<file path="config.mk">
export PLATFORM = sky130hd
export DESIGN_NAME = mixed_radix_basis_ops
export DESIGN_NICKNAME = d
export VERILOG_FILES = /design/src/rtl/core/mrbo_pkg.sv /design/src/rtl/core/mixed_radix_basis_ops.sv
export SDC_FILE = /design/constraint.sdc
export NUM_CORES = 1
export LEC_CHECK = 0
export BUFFER_PORTS_ARGS = -buffer_cell sky130_fd_sc_hd__buf_2
export CAP_MARGIN = 5
export CORE_ASPECT_RATIO = 1.5
export CORE_MARGIN = 10
export CORE_UTILIZATION = 40
export DETAILED_ROUTE_END_ITERATION = 10
export GPL_TIMING_DRIVEN = 0
export SYNTH_ARGS = -nofsm -noshare
export SYNTH_HDL_FRONTEND = slang
export SYNTH_SLANG_ARGS = --single-unit
</file>
<file path="constraint.sdc">
create_clock -name clk -period 8.62 [get_ports clk]
set_input_delay 0.431 -clock clk [delete_from_list [all_inputs] [get_ports clk]]
set_output_delay 0.431 -clock clk [all_outputs]
set_load 0.03 [all_outputs]
</file>
<file path="src/rtl/core/mrbo_pkg.sv">
// shared types, codes and defaults for the mixed-radix basis operator block
package mrbo_pkg;

    // field widths fixed by the item formats
    localparam int IDX_W   = 32;
    localparam int SITE_W  = 4;
    localparam int COEF_W  = 7;
    localparam int STAT_W  = 2;
    localparam int SCNT_W  = 5;
    localparam int QNUM_W  = 7;
    localparam int CFG_A_W = 2;
    localparam int CFG_D_W = 7;

    // radix is at most 128, so one digit never needs more than 7 bits
    localparam int DIGIT_W = 7;
    localparam int RADIX_W = 8;
    localparam int CNT_W   = $clog2(IDX_W);

    // parameter defaults
    localparam int MAX_SITES_DEF  = 16;
    localparam int INDEX_BITS_DEF = 32;

    // request kinds
    localparam logic REQ_RAISE  = 1'b0;
    localparam logic REQ_NUMBER = 1'b1;

    // status codes
    localparam logic [STAT_W-1:0] ST_OK    = 2'd0;
    localparam logic [STAT_W-1:0] ST_RANGE = 2'd1;
    localparam logic [STAT_W-1:0] ST_EMPTY = 2'd2;

    // register indexes
    localparam logic [CFG_A_W-1:0] CFG_SITE_COUNT  = 2'd0;
    localparam logic [CFG_A_W-1:0] CFG_QUANTUM_MIN = 2'd1;
    localparam logic [CFG_A_W-1:0] CFG_QUANTUM_MAX = 2'd2;

    typedef struct packed {
        logic              req_type;
        logic [IDX_W-1:0]  state_index;
        logic [SITE_W-1:0] site;
    } req_t;

    typedef struct packed {
        logic signed [COEF_W-1:0] coefficient;
        logic [IDX_W-1:0]         result_index;
        logic [STAT_W-1:0]        status;
    } rsp_t;

endpackage

</file>
<file path="src/rtl/core/mixed_radix_basis_ops.sv">
// top level of the mixed-radix basis operator block
//
// A basis index is read as a number in base D = quantum_max - quantum_min + 1, one digit
// per site, site 0 least significant. A raise transfer returns coefficient 1 and
// index + D^site, or the null index D^site_count when the digit is already D-1; a number
// transfer returns quantum_min + digit with the index unchanged. Range problems come back
// in status with coefficient and index zero. One item is in flight at a time: in_stall is
// high from the accept until the result is loaded into the output register, which frees
// the input while that result waits for the receiver. An item runs the power sweep (one
// multiply by D per cycle), then restoring division over the 32 index bits (one index bit
// per cycle on the shared subtractor), then splits off the digit; items that fail a range
// check finish early. The user must write configuration only while no item is in flight;
// the block itself does not enforce it.
module mixed_radix_basis_ops #(
    parameter int MAX_SITES  = mrbo_pkg::MAX_SITES_DEF,
    parameter int INDEX_BITS = mrbo_pkg::INDEX_BITS_DEF
) (
    input  logic                         clk,
    input  logic                         rst_n,
    input  logic                         cfg_we,
    input  logic [mrbo_pkg::CFG_A_W-1:0] cfg_index,
    input  logic [mrbo_pkg::CFG_D_W-1:0] cfg_data,
    input  logic                         in_valid,
    output logic                         in_stall,
    input  mrbo_pkg::req_t               in_item,
    output logic                         out_valid,
    input  logic                         out_stall,
    output mrbo_pkg::rsp_t               out_item
);

    localparam int IW  = INDEX_BITS;
    localparam int SW  = ((IW > mrbo_pkg::IDX_W) ? IW : mrbo_pkg::IDX_W) + 8;
    localparam int KW  = (MAX_SITES > 1) ? $clog2(MAX_SITES + 1) : 1;
    localparam int PW  = IW + mrbo_pkg::RADIX_W;
    localparam int DW  = mrbo_pkg::DIGIT_W;
    localparam int CW  = mrbo_pkg::CNT_W;

    // sequencer codes
    localparam logic [2:0] S_IDLE  = 3'd0;
    localparam logic [2:0] S_PREP  = 3'd1;
    localparam logic [2:0] S_POW   = 3'd2;
    localparam logic [2:0] S_CHECK = 3'd3;
    localparam logic [2:0] S_DIV   = 3'd4;
    localparam logic [2:0] S_DIG   = 3'd5;
    localparam logic [2:0] S_DONE  = 3'd6;

    // configuration
    logic [mrbo_pkg::SCNT_W-1:0] sc_reg;
    logic [mrbo_pkg::QNUM_W-1:0] qmin_reg;
    logic [mrbo_pkg::QNUM_W-1:0] qmax_reg;

    // control
    logic [2:0]    state_reg, state_next;
    logic          out_valid_reg, out_valid_next;

    // item work registers
    logic                            req_reg, req_next;
    logic [mrbo_pkg::IDX_W-1:0]      idx_reg, idx_next;
    logic [mrbo_pkg::IDX_W-1:0]      sh_reg, sh_next;
    logic [mrbo_pkg::SITE_W-1:0]     site_reg, site_next;
    logic [mrbo_pkg::RADIX_W-1:0]    d_reg, d_next;
    logic [IW-1:0]                   pow_reg, pow_next;
    logic [IW-1:0]                   place_reg, place_next;
    logic [IW-1:0]                   pnext_reg, pnext_next;
    logic [KW-1:0]                   k_reg, k_next;
    logic [SW-1:0]                   rem_reg, rem_next;
    logic [SW-1:0]                   dv_reg, dv_next;
    logic [DW-1:0]                   digit_reg, digit_next;
    logic [CW-1:0]                   cnt_reg, cnt_next;
    logic [mrbo_pkg::STAT_W-1:0]     stat_reg, stat_next;
    mrbo_pkg::rsp_t                  out_reg, out_next;

    // quantum range and radix
    logic [mrbo_pkg::RADIX_W-1:0] qdiff;
    logic                         range_empty;
    logic                         count_bad;

    // power sweep multiplier
    logic [PW-1:0] prod;
    logic          prod_ovf;

    // shared subtract / compare unit
    logic [SW-1:0] unit_a;
    logic [SW-1:0] unit_b;
    logic [SW:0]   unit_diff;
    logic          unit_ge;
    logic [SW-1:0] div_shift;

    // result formation
    logic                          raise_ok;
    logic [SW-1:0]                 raise_sum;
    logic                          out_free;

    assign qdiff = {qmax_reg[mrbo_pkg::QNUM_W-1], qmax_reg}
                 - {qmin_reg[mrbo_pkg::QNUM_W-1], qmin_reg};
    assign range_empty = qdiff[mrbo_pkg::RADIX_W-1];
    assign count_bad   = (sc_reg == '0) || (32'(sc_reg) > MAX_SITES);

    assign prod     = PW'(pow_reg) * PW'(d_reg);
    assign prod_ovf = (prod[PW-1:IW] != '0);

    // next remainder candidate while stepping through the index bits
    assign div_shift = {rem_reg[SW-2:0], sh_reg[mrbo_pkg::IDX_W-1]};

    always_comb
    begin
        unique case (state_reg)
            S_CHECK:
            begin
                unit_a = SW'(idx_reg);
                unit_b = SW'(pow_reg);
            end
            S_DIV:
            begin
                unit_a = div_shift;
                unit_b = SW'(pnext_reg);
            end
            default:
            begin
                unit_a = rem_reg;
                unit_b = dv_reg;
            end
        endcase
    end

    assign unit_diff = {1'b0, unit_a} - {1'b0, unit_b};
    assign unit_ge   = ~unit_diff[SW];

    assign raise_ok  = (({1'b0, digit_reg} + 8'd1) < d_reg);
    assign raise_sum = SW'(idx_reg) + SW'(place_reg);
    assign out_free  = ~out_valid_reg | ~out_stall;

    always_comb
    begin
        state_next     = state_reg;
        out_valid_next = out_valid_reg;
        req_next       = req_reg;
        idx_next       = idx_reg;
        sh_next        = sh_reg;
        site_next      = site_reg;
        d_next         = d_reg;
        pow_next       = pow_reg;
        place_next     = place_reg;
        pnext_next     = pnext_reg;
        k_next         = k_reg;
        rem_next       = rem_reg;
        dv_next        = dv_reg;
        digit_next     = digit_reg;
        cnt_next       = cnt_reg;
        stat_next      = stat_reg;
        out_next       = out_reg;

        // receiver took the pending result
        if (out_valid_reg && !out_stall)
        begin
            out_valid_next = 1'b0;
        end

        unique case (state_reg)
            S_IDLE:
            begin
                if (in_valid)
                begin
                    req_next   = in_item.req_type;
                    idx_next   = in_item.state_index;
                    sh_next    = in_item.state_index;
                    site_next  = in_item.site;
                    state_next = S_PREP;
                end
            end
            S_PREP:
            begin
                d_next    = qdiff + 8'd1;
                pow_next  = IW'(1);
                k_next    = '0;
                stat_next = mrbo_pkg::ST_OK;
                priority if (range_empty)
                begin
                    stat_next  = mrbo_pkg::ST_EMPTY;
                    state_next = S_DONE;
                end
                else if (count_bad)
                begin
                    stat_next  = mrbo_pkg::ST_RANGE;
                    state_next = S_DONE;
                end
                else
                begin
                    state_next = S_POW;
                end
            end
            S_POW:
            begin
                // pow holds D^k; grab D^site and D^(site+1) on the way up
                if (8'(k_reg) == 8'(site_reg))
                begin
                    place_next = pow_reg;
                end
                if (8'(k_reg) == (8'(site_reg) + 8'd1))
                begin
                    pnext_next = pow_reg;
                end
                priority if (8'(k_reg) == 8'(sc_reg))
                begin
                    state_next = S_CHECK;
                end
                else if (prod_ovf)
                begin
                    stat_next  = mrbo_pkg::ST_RANGE;
                    state_next = S_DONE;
                end
                else
                begin
                    pow_next = prod[IW-1:0];
                    k_next   = k_reg + KW'(1);
                end
            end
            S_CHECK:
            begin
                // index against D^site_count, site against site_count
                if (unit_ge || (5'(site_reg) >= sc_reg))
                begin
                    stat_next  = mrbo_pkg::ST_RANGE;
                    state_next = S_DONE;
                end
                else
                begin
                    rem_next   = '0;
                    cnt_next   = '0;
                    state_next = S_DIV;
                end
            end
            S_DIV:
            begin
                // index mod D^(site+1), one bit per cycle
                rem_next = unit_ge ? unit_diff[SW-1:0] : div_shift;
                sh_next  = {sh_reg[mrbo_pkg::IDX_W-2:0], 1'b0};
                cnt_next = cnt_reg + CW'(1);
                if (cnt_reg == CW'(mrbo_pkg::IDX_W - 1))
                begin
                    dv_next    = SW'(place_reg) << (DW - 1);
                    cnt_next   = '0;
                    digit_next = '0;
                    state_next = S_DIG;
                end
            end
            S_DIG:
            begin
                // remainder / D^site, short quotient below 128
                if (unit_ge)
                begin
                    rem_next = unit_diff[SW-1:0];
                end
                digit_next = {digit_reg[DW-2:0], unit_ge};
                dv_next    = dv_reg >> 1;
                cnt_next   = cnt_reg + CW'(1);
                if (cnt_reg == CW'(DW - 1))
                begin
                    state_next = S_DONE;
                end
            end
            S_DONE:
            begin
                if (out_free)
                begin
                    out_next.status = stat_reg;
                    if (stat_reg != mrbo_pkg::ST_OK)
                    begin
                        out_next.coefficient  = '0;
                        out_next.result_index = '0;
                    end
                    else if (req_reg == mrbo_pkg::REQ_RAISE)
                    begin
                        out_next.coefficient  = 7'sd1;
                        out_next.result_index = raise_ok
                                              ? raise_sum[mrbo_pkg::IDX_W-1:0]
                                              : mrbo_pkg::IDX_W'(pow_reg);
                    end
                    else
                    begin
                        out_next.coefficient  = qmin_reg + digit_reg;
                        out_next.result_index = idx_reg;
                    end
                    out_valid_next = 1'b1;
                    state_next     = S_IDLE;
                end
            end
            default:
            begin
                state_next = S_IDLE;
            end
        endcase
    end

    // control and configuration
    always_ff @(posedge clk or negedge rst_n)
    begin
        if (!rst_n)
        begin
            state_reg     <= S_IDLE;
            out_valid_reg <= 1'b0;
            sc_reg        <= 5'd1;
            qmin_reg      <= '0;
            qmax_reg      <= 7'd1;
        end
        else
        begin
            state_reg     <= state_next;
            out_valid_reg <= out_valid_next;
            if (cfg_we)
            begin
                unique case (cfg_index)
                    mrbo_pkg::CFG_SITE_COUNT:  sc_reg   <= cfg_data[mrbo_pkg::SCNT_W-1:0];
                    mrbo_pkg::CFG_QUANTUM_MIN: qmin_reg <= cfg_data;
                    mrbo_pkg::CFG_QUANTUM_MAX: qmax_reg <= cfg_data;
                    default:
                    begin
                    end
                endcase
            end
        end
    end

    // datapath
    always_ff @(posedge clk)
    begin
        req_reg   <= req_next;
        idx_reg   <= idx_next;
        sh_reg    <= sh_next;
        site_reg  <= site_next;
        d_reg     <= d_next;
        pow_reg   <= pow_next;
        place_reg <= place_next;
        pnext_reg <= pnext_next;
        k_reg     <= k_next;
        rem_reg   <= rem_next;
        dv_reg    <= dv_next;
        digit_reg <= digit_next;
        cnt_reg   <= cnt_next;
        stat_reg  <= stat_next;
        out_reg   <= out_next;
    end

    assign in_stall  = (state_reg != S_IDLE);
    assign out_valid = out_valid_reg;
    assign out_item  = out_reg;

endmodule

</file>
# Word-level counts from Yosys, hierarchy flattened
# Cells that the tools add are included.
# W data, S select, Z words.
# totals
register_bits	336
output_inout_bits	43
# classes
addsub	9
n_mul	1
magnitude_cmp	3
n_eq_ne	24
muxes	42
bitwise	5
n_reduce_logical	30
# ops
operator	n
$pmux W40 S2	3
$mux W40	4
$mux W32	4
$pmux W32 S2	2
$pmux W40 S3	1
$sub A40 B40 Y41	1
$mul A32 B8 Y40	1
$mux W33	1
$add A32 B32 Y32	1
$mux W3	8
$pmux W3 S7	1
$mux W5	4
$ne A2 B2 Y1 const B	10
$reduce_and A2 Y1	10
$pmux W5 S3	1
$pmux W7 S2	1
$add A5 B1 Y5 const B	2
$eq A5 B5 Y1	2
$mux W2	5
$pmux W5 S2	1
$eq A3 B3 Y1 const B	3
$reduce_bool A3 Y1	3
$add A7 B1 Y8 const B	1
$add A8 B1 Y8 const B	1
other kinds (31)	43

# Logic depth before layout (Yosys ltp)
# depth
word_depth	7
ltp_mapped	22
depth_no_buf	20

# Worst setup path before layout
# No wires, ideal clock.
# synth_timing
path_kind	reg2reg
startpoint	reg state_reg[1]
endpoint	reg rem_reg[0], enable pin
setup_time_ns	0.493
arrival_ns	6.794
required_ns	8.127
slack_ns	1.333
stages_incl_launch_ff	20
n_path_buf	2
period_less_slack_ns	7.287
path_cell_list	dfrtp_1 inv_1 nand2_1 nor2_1 clkbuf_1 buf_1 a22oi_1 nand2_1 ha_1 inv_1 fa_1 a21o_1 a21o_1 a21oi_1 nor3_1 o21ai_1 a2111oi_4 nor3_2 o21ai_0 o21ai_0
# synth_between
elab_chain_cells	7
# synth_rtl
item	line_no	source
start, declared	mixed_radix_basis_ops.sv:53	logic [2:0] state_reg, state_next;
start signal, assigned	mixed_radix_basis_ops.sv:308	state_reg <= state_next;
$eq A3 B3 Y1 / $eq A3 B2 Y1 (equally long branches)	mixed_radix_basis_ops.sv:107, mixed_radix_basis_ops.sv:159	
$pmux W40 S2	mixed_radix_basis_ops.sv:107	unique case (state_reg)
$sub A40 B40 Y41	mixed_radix_basis_ops.sv:126	assign unit_diff = {1'b0, unit_a} - {1'b0, unit_b};
$not A1 Y1	mixed_radix_basis_ops.sv:127	assign unit_ge = ~unit_diff[SW];
$logic_or A1 B1 Y1	mixed_radix_basis_ops.sv:221	if (unit_ge || (5'(site_reg) >= sc_reg))
$ne A2 B2 Y1 (no line)	n/a	
$reduce_and A3 Y1 (no line) (*)	n/a	
end signal, assigned	mixed_radix_basis_ops.sv:336	rem_reg <= rem_next;
end, declared	mixed_radix_basis_ops.sv:66	logic [SW-1:0] rem_reg, rem_next;
# Mark *: on every way between the ends. The rest lies on a longest branch, timed or not.
# A chain may end at the register's enable or synchronous reset.

# Worst setup path in the final report
# layout_timing
startpoint	reg d_reg[7] (netlist name)
endpoint	reg pow_reg[0], enable pin
# layout_between
elab_chain_cells	4
# layout_rtl
item	line_no	source
start, declared	mixed_radix_basis_ops.sv:61	logic [mrbo_pkg::RADIX_W-1:0] d_reg, d_next;
start signal, assigned	mixed_radix_basis_ops.sv:331	d_reg <= d_next;
$mul A32 B8 Y40	mixed_radix_basis_ops.sv:99	assign prod = PW'(pow_reg) * PW'(d_reg);
$reduce_bool A8 Y1	mixed_radix_basis_ops.sv:100	assign prod_ovf = (prod[PW-1:IW] != '0);
$ne A2 B2 Y1 (no line)	n/a	
$reduce_and A3 Y1 (no line)	n/a	
end signal, assigned	mixed_radix_basis_ops.sv:332	pow_reg <= pow_next;
end, declared	mixed_radix_basis_ops.sv:62	logic [IW-1:0] pow_reg, pow_next;
# No other way between the ends.

==> Flow_metrics.wiki <==
{| class="wikitable"
! Metric !! Value
|-
| Slew at the pin with the worst max-slew slack || approximately 1.2 ns
|-
| H-tree depth || 2
|-
| Avg Synthesized Cell Area || roughly 9.7 sq um
|-
| CTS buffer count || 35
|-
| Result of the run || finished clean
|-
| Final worst-path cycle share || 0.959
|-
| DIE WIDTH || around 230 um
|-
| Num Clock Sinks || between 300 and 400
|-
| IO buf count || just over 90
|-
| Count of warnings emitted by yosys || 0
|-
| Endpoint arrival time on the critical path || 8.50 ns
|-
| Finished Core Util || 0.449
|-
| Final setup violation count || 0
|-
| Reg-to-reg critical path startpoint || d_reg[7]
|-
| Number of flip-flops and latches in the synthesized netlist || ~330
|-
| Hold violation count in the final report || 0
|-
| Pin count of the biggest net entering global routing || 34
|-
| Placed wire-length estimate after detailed placement || between 60000 and 70000 um
|-
| Number of antenna violations at the first check in global routing || 0
|-
| Final antenna-violating net count || 0
|-
| Count of standard-cell rows || 116
|-
| Crit path from || d_reg[7]
|-
| Post-route minimum period || about 8.3 ns
|-
| Routed vias/inst || 5.52
|-
| Vias in the first global route || 22300
|-
| Remaining global-route overflow || 0
|-
| Synthesized netlist net count || between 3000 and 4000
|-
| Number of max-slew violations in the final report || 0
|-
| Root Driver || clkbuf_16
|-
| Final Routed Wirelength || 86700 um
|-
| Class of the tightest hold or removal check || in2reg
|-
| Max FFs per register || a little over 40
|-
| Total routing usage reported by global routing || 0.220
|-
| Clock latency of the later-clocked register in the worst-skew pair || approximately 0.56 ns
|-
| Clock tree from TritonCTS || built
|-
| First-pass detailed-route iteration total || 5
|-
| Layout cell share with drive strength beyond 1 || 0.0741
|-
| Max Root-Sink Buffers || 3
|-
| Initial DRC Count || about 1800
|-
| Die area || 78400 sq um
|-
| Max-Cap Viols || 0
|-
| End of the worst register-to-register path || pow_reg[0]
|-
| Gate Count Post-Synth || around 2800
|-
| Synth-to-Final Area Change || 11.2%
|-
| Share of the yosys chip area belonging to registers || 0.368
|-
| Final Skew || 0.0246 ns
|-
| Chip Height || around 340 um
|-
| Distinct cell type count after synthesis || 77
|-
| Starting Density || 0.404
|-
| Filler instances || 6461
|-
| NumNets Final || 3326
|-
| Average wire per cell in the routed design || approximately 23 um
|-
| Setup repair after global routing missed its margin || no
|-
| Type of origin of the critical path || register
|-
| Core box area || 66800 sq um
|-
| Headroom to the max-slew limit || 0.176
|-
| Top fanout value on the critical path || 27
|-
| Count of flip-flops with a built-in enable after synthesis || 311
|-
| Startpoint of the lowest-slack hold path || in_item[3]
|-
| Worst setup EP type || register
|-
| Overall via count from detail_route || about 21000
|-
| Post-CTS Setup Inserts || 0
|-
| Setup slack of the worst register-to-register path || 0.36 ns
|-
| Setup CP Type || reg2reg
|-
| Hold endpoint || site_reg[3]
|-
| DRC violations left || 0
|-
| First-pass GRT wire length || about 130000 um
|-
| Cell area after technology mapping || around 27000 sq um
|-
| Maximum clock frequency || between 100 and 150 MHz
|-
| Share of flip-flops with an asynchronous set or reset || 0.0689
|-
| Clk pin slew, worst setup/hold paths || 0.06 ns
|-
| Worst r2r path cells || 21
|-
| Primary flip-flop cell chosen by synthesis mapping || edfxtp_1
|-
| Cells on Worst Hold Path || 1
|-
| Data required time of the worst path || 8.86 ns
|-
| Ports || 94
|-
| Placer's final routability congestion estimate || between 0.9 and 1
|}
[layout make-up]
cell class	instances	area (sq um)	area share
Timing Repair Buffer	112	711	0.0237
Tap cell	885	1110	0.0370
Buffer	132	499	0.0167
Multi-Input combinational cell	2081	15700	0.524
Clock inverter	16	159	0.00530
Sequential cell	334	9920	0.331
Clock buffer	44	972	0.0325
Inverter	235	882	0.0294
Antenna cell	1	2.50	0.0000835
[Yosys cell counts, drive strengths merged, types with 9 or more instances]
| cell | n | area share |
|---|---|---|
| a21o | 66 | 0.018 |
| nand2 | 452 | 0.063 |
| a211oi | 18 | 0.0050 |
| a31oi | 18 | 0.0044 |
| a21oi | 173 | 0.032 |
| dfrtp | 21 | 0.020 |
| buf | 26 | 0.0038 |
| o21ai | 123 | 0.023 |
| and3 | 33 | 0.0077 |
| xor2 | 48 | 0.016 |
| inv | 234 | 0.033 |
| nor2 | 130 | 0.018 |
| o211ai | 11 | 0.0031 |
| nand3 | 33 | 0.0061 |
| o21bai | 17 | 0.0047 |
| nor2b | 14 | 0.0033 |
| and2 | 224 | 0.052 |
| a22oi | 35 | 0.0098 |
| nand4 | 22 | 0.0051 |
| nor3 | 43 | 0.0085 |
| mux2 | 19 | 0.0079 |
| a22o | 39 | 0.013 |
| xnor2 | 65 | 0.021 |
| nand2b | 10 | 0.0023 |
| clkbuf | 106 | 0.015 |
| ha | 160 | 0.074 |
| fa | 184 | 0.14 |
| o21a | 20 | 0.0056 |
| edfxtp | 311 | 0.35 |
| or3 | 9 | 0.0021 |
[worst max-delay path: stages (launching register included)]
cell and delay, ns:
edfxtp_1 0.62, clkbuf_1 0.60, nand2_1 0.17, fa_1 0.55, fa_1 0.54, inv_1 0.06, fa_1 0.54, inv_1 0.07
fa_1 0.53, inv_1 0.04, ha_1 0.33, o21a_1 0.14, o31a_1 0.17, nor3_1 0.07, o311ai_0 1.00, a21oi_1 0.29
a21oi_1 0.43, mux2i_1 0.16, nor4_2 0.72, nor2_1 0.16, nor2_4 0.43, buf_12 0.26
[timing repair]
item	in CTS	in global routing
setup endpoints to repair	0	3
endpoints found under the hold margin	21	0
resized for setup	0	1
hold buffers	1	0
[routing by layer]
metal / share of wire / GRT usage
met5: 0 / 0
met4: 0.070 / 0.142
met3: 0.035 / 0.0190
met2: 0.51 / 0.395
met1: 0.38 / 0.248
[cells by family after synthesis]
logic type	synth area share
and+or+nand+nor	0.178
AOI/OAI and AO/OA	0.145
buffers and inverters	0.0513
adders and majority gates	0.211
DFF	0.368
xor gates and xnor gates	0.0367
muxes	0.00980
[through the flow]
stage | setup TNS [ns] | cell area, sq um | setup WS (ns) | std cells | hold WS, ns
after floorplan | 0 | 26900 | 1.33 | 2782 | 0.135
after CTS | 0 | 29900 | 0.317 | 3837 | 0.0314
after global placement | -214.17 | 28500 | -3.64 | 3760 | 0.435
after global routing | 0 | 30000 | 0.138 | 3839 | 0.0494
after detailed placement | 0 | 28800 | 0.312 | 3776 | 0.448
final | 0 | 30000 | 0.356 | 3840 | 0.0567
[cell usage in the layout, fill, tap and decap left out, types with 32 or more instances in the layout]
cell	count
fa_1	184
nor3_1	38
a21o_1	66
a22o_1	39
clkbuf_1	111
nand2_1	451
edfxtp_1	311
buf_2	96
inv_1	234
a21oi_1	171
nor2_1	128
clkbuf_16	37
nand3_1	33
a22oi_1	35
and3_1	32
o21ai_0	116
xor2_1	48
ha_1	160
xnor2_1	65
and2_1	224
[worst max path at each step]
stage | end | slack (ns) | depth (start not counted)
5_1_grt | pow_reg[0] | 0.14 | 20
6_report | pow_reg[0] | 0.36 | 21
2_1_floorplan | rem_reg[0] | 1.33 | 19
3_3_place_gp | rem_reg[2] | -3.64 | 19
3_5_place_dp | rem_reg[6] | 0.31 | 20
4_1_cts | pow_reg[14] | 0.32 | 21
Power is not shown: default switching activity piles up to over one toggle a cycle in this logic, so the estimate is an artifact.
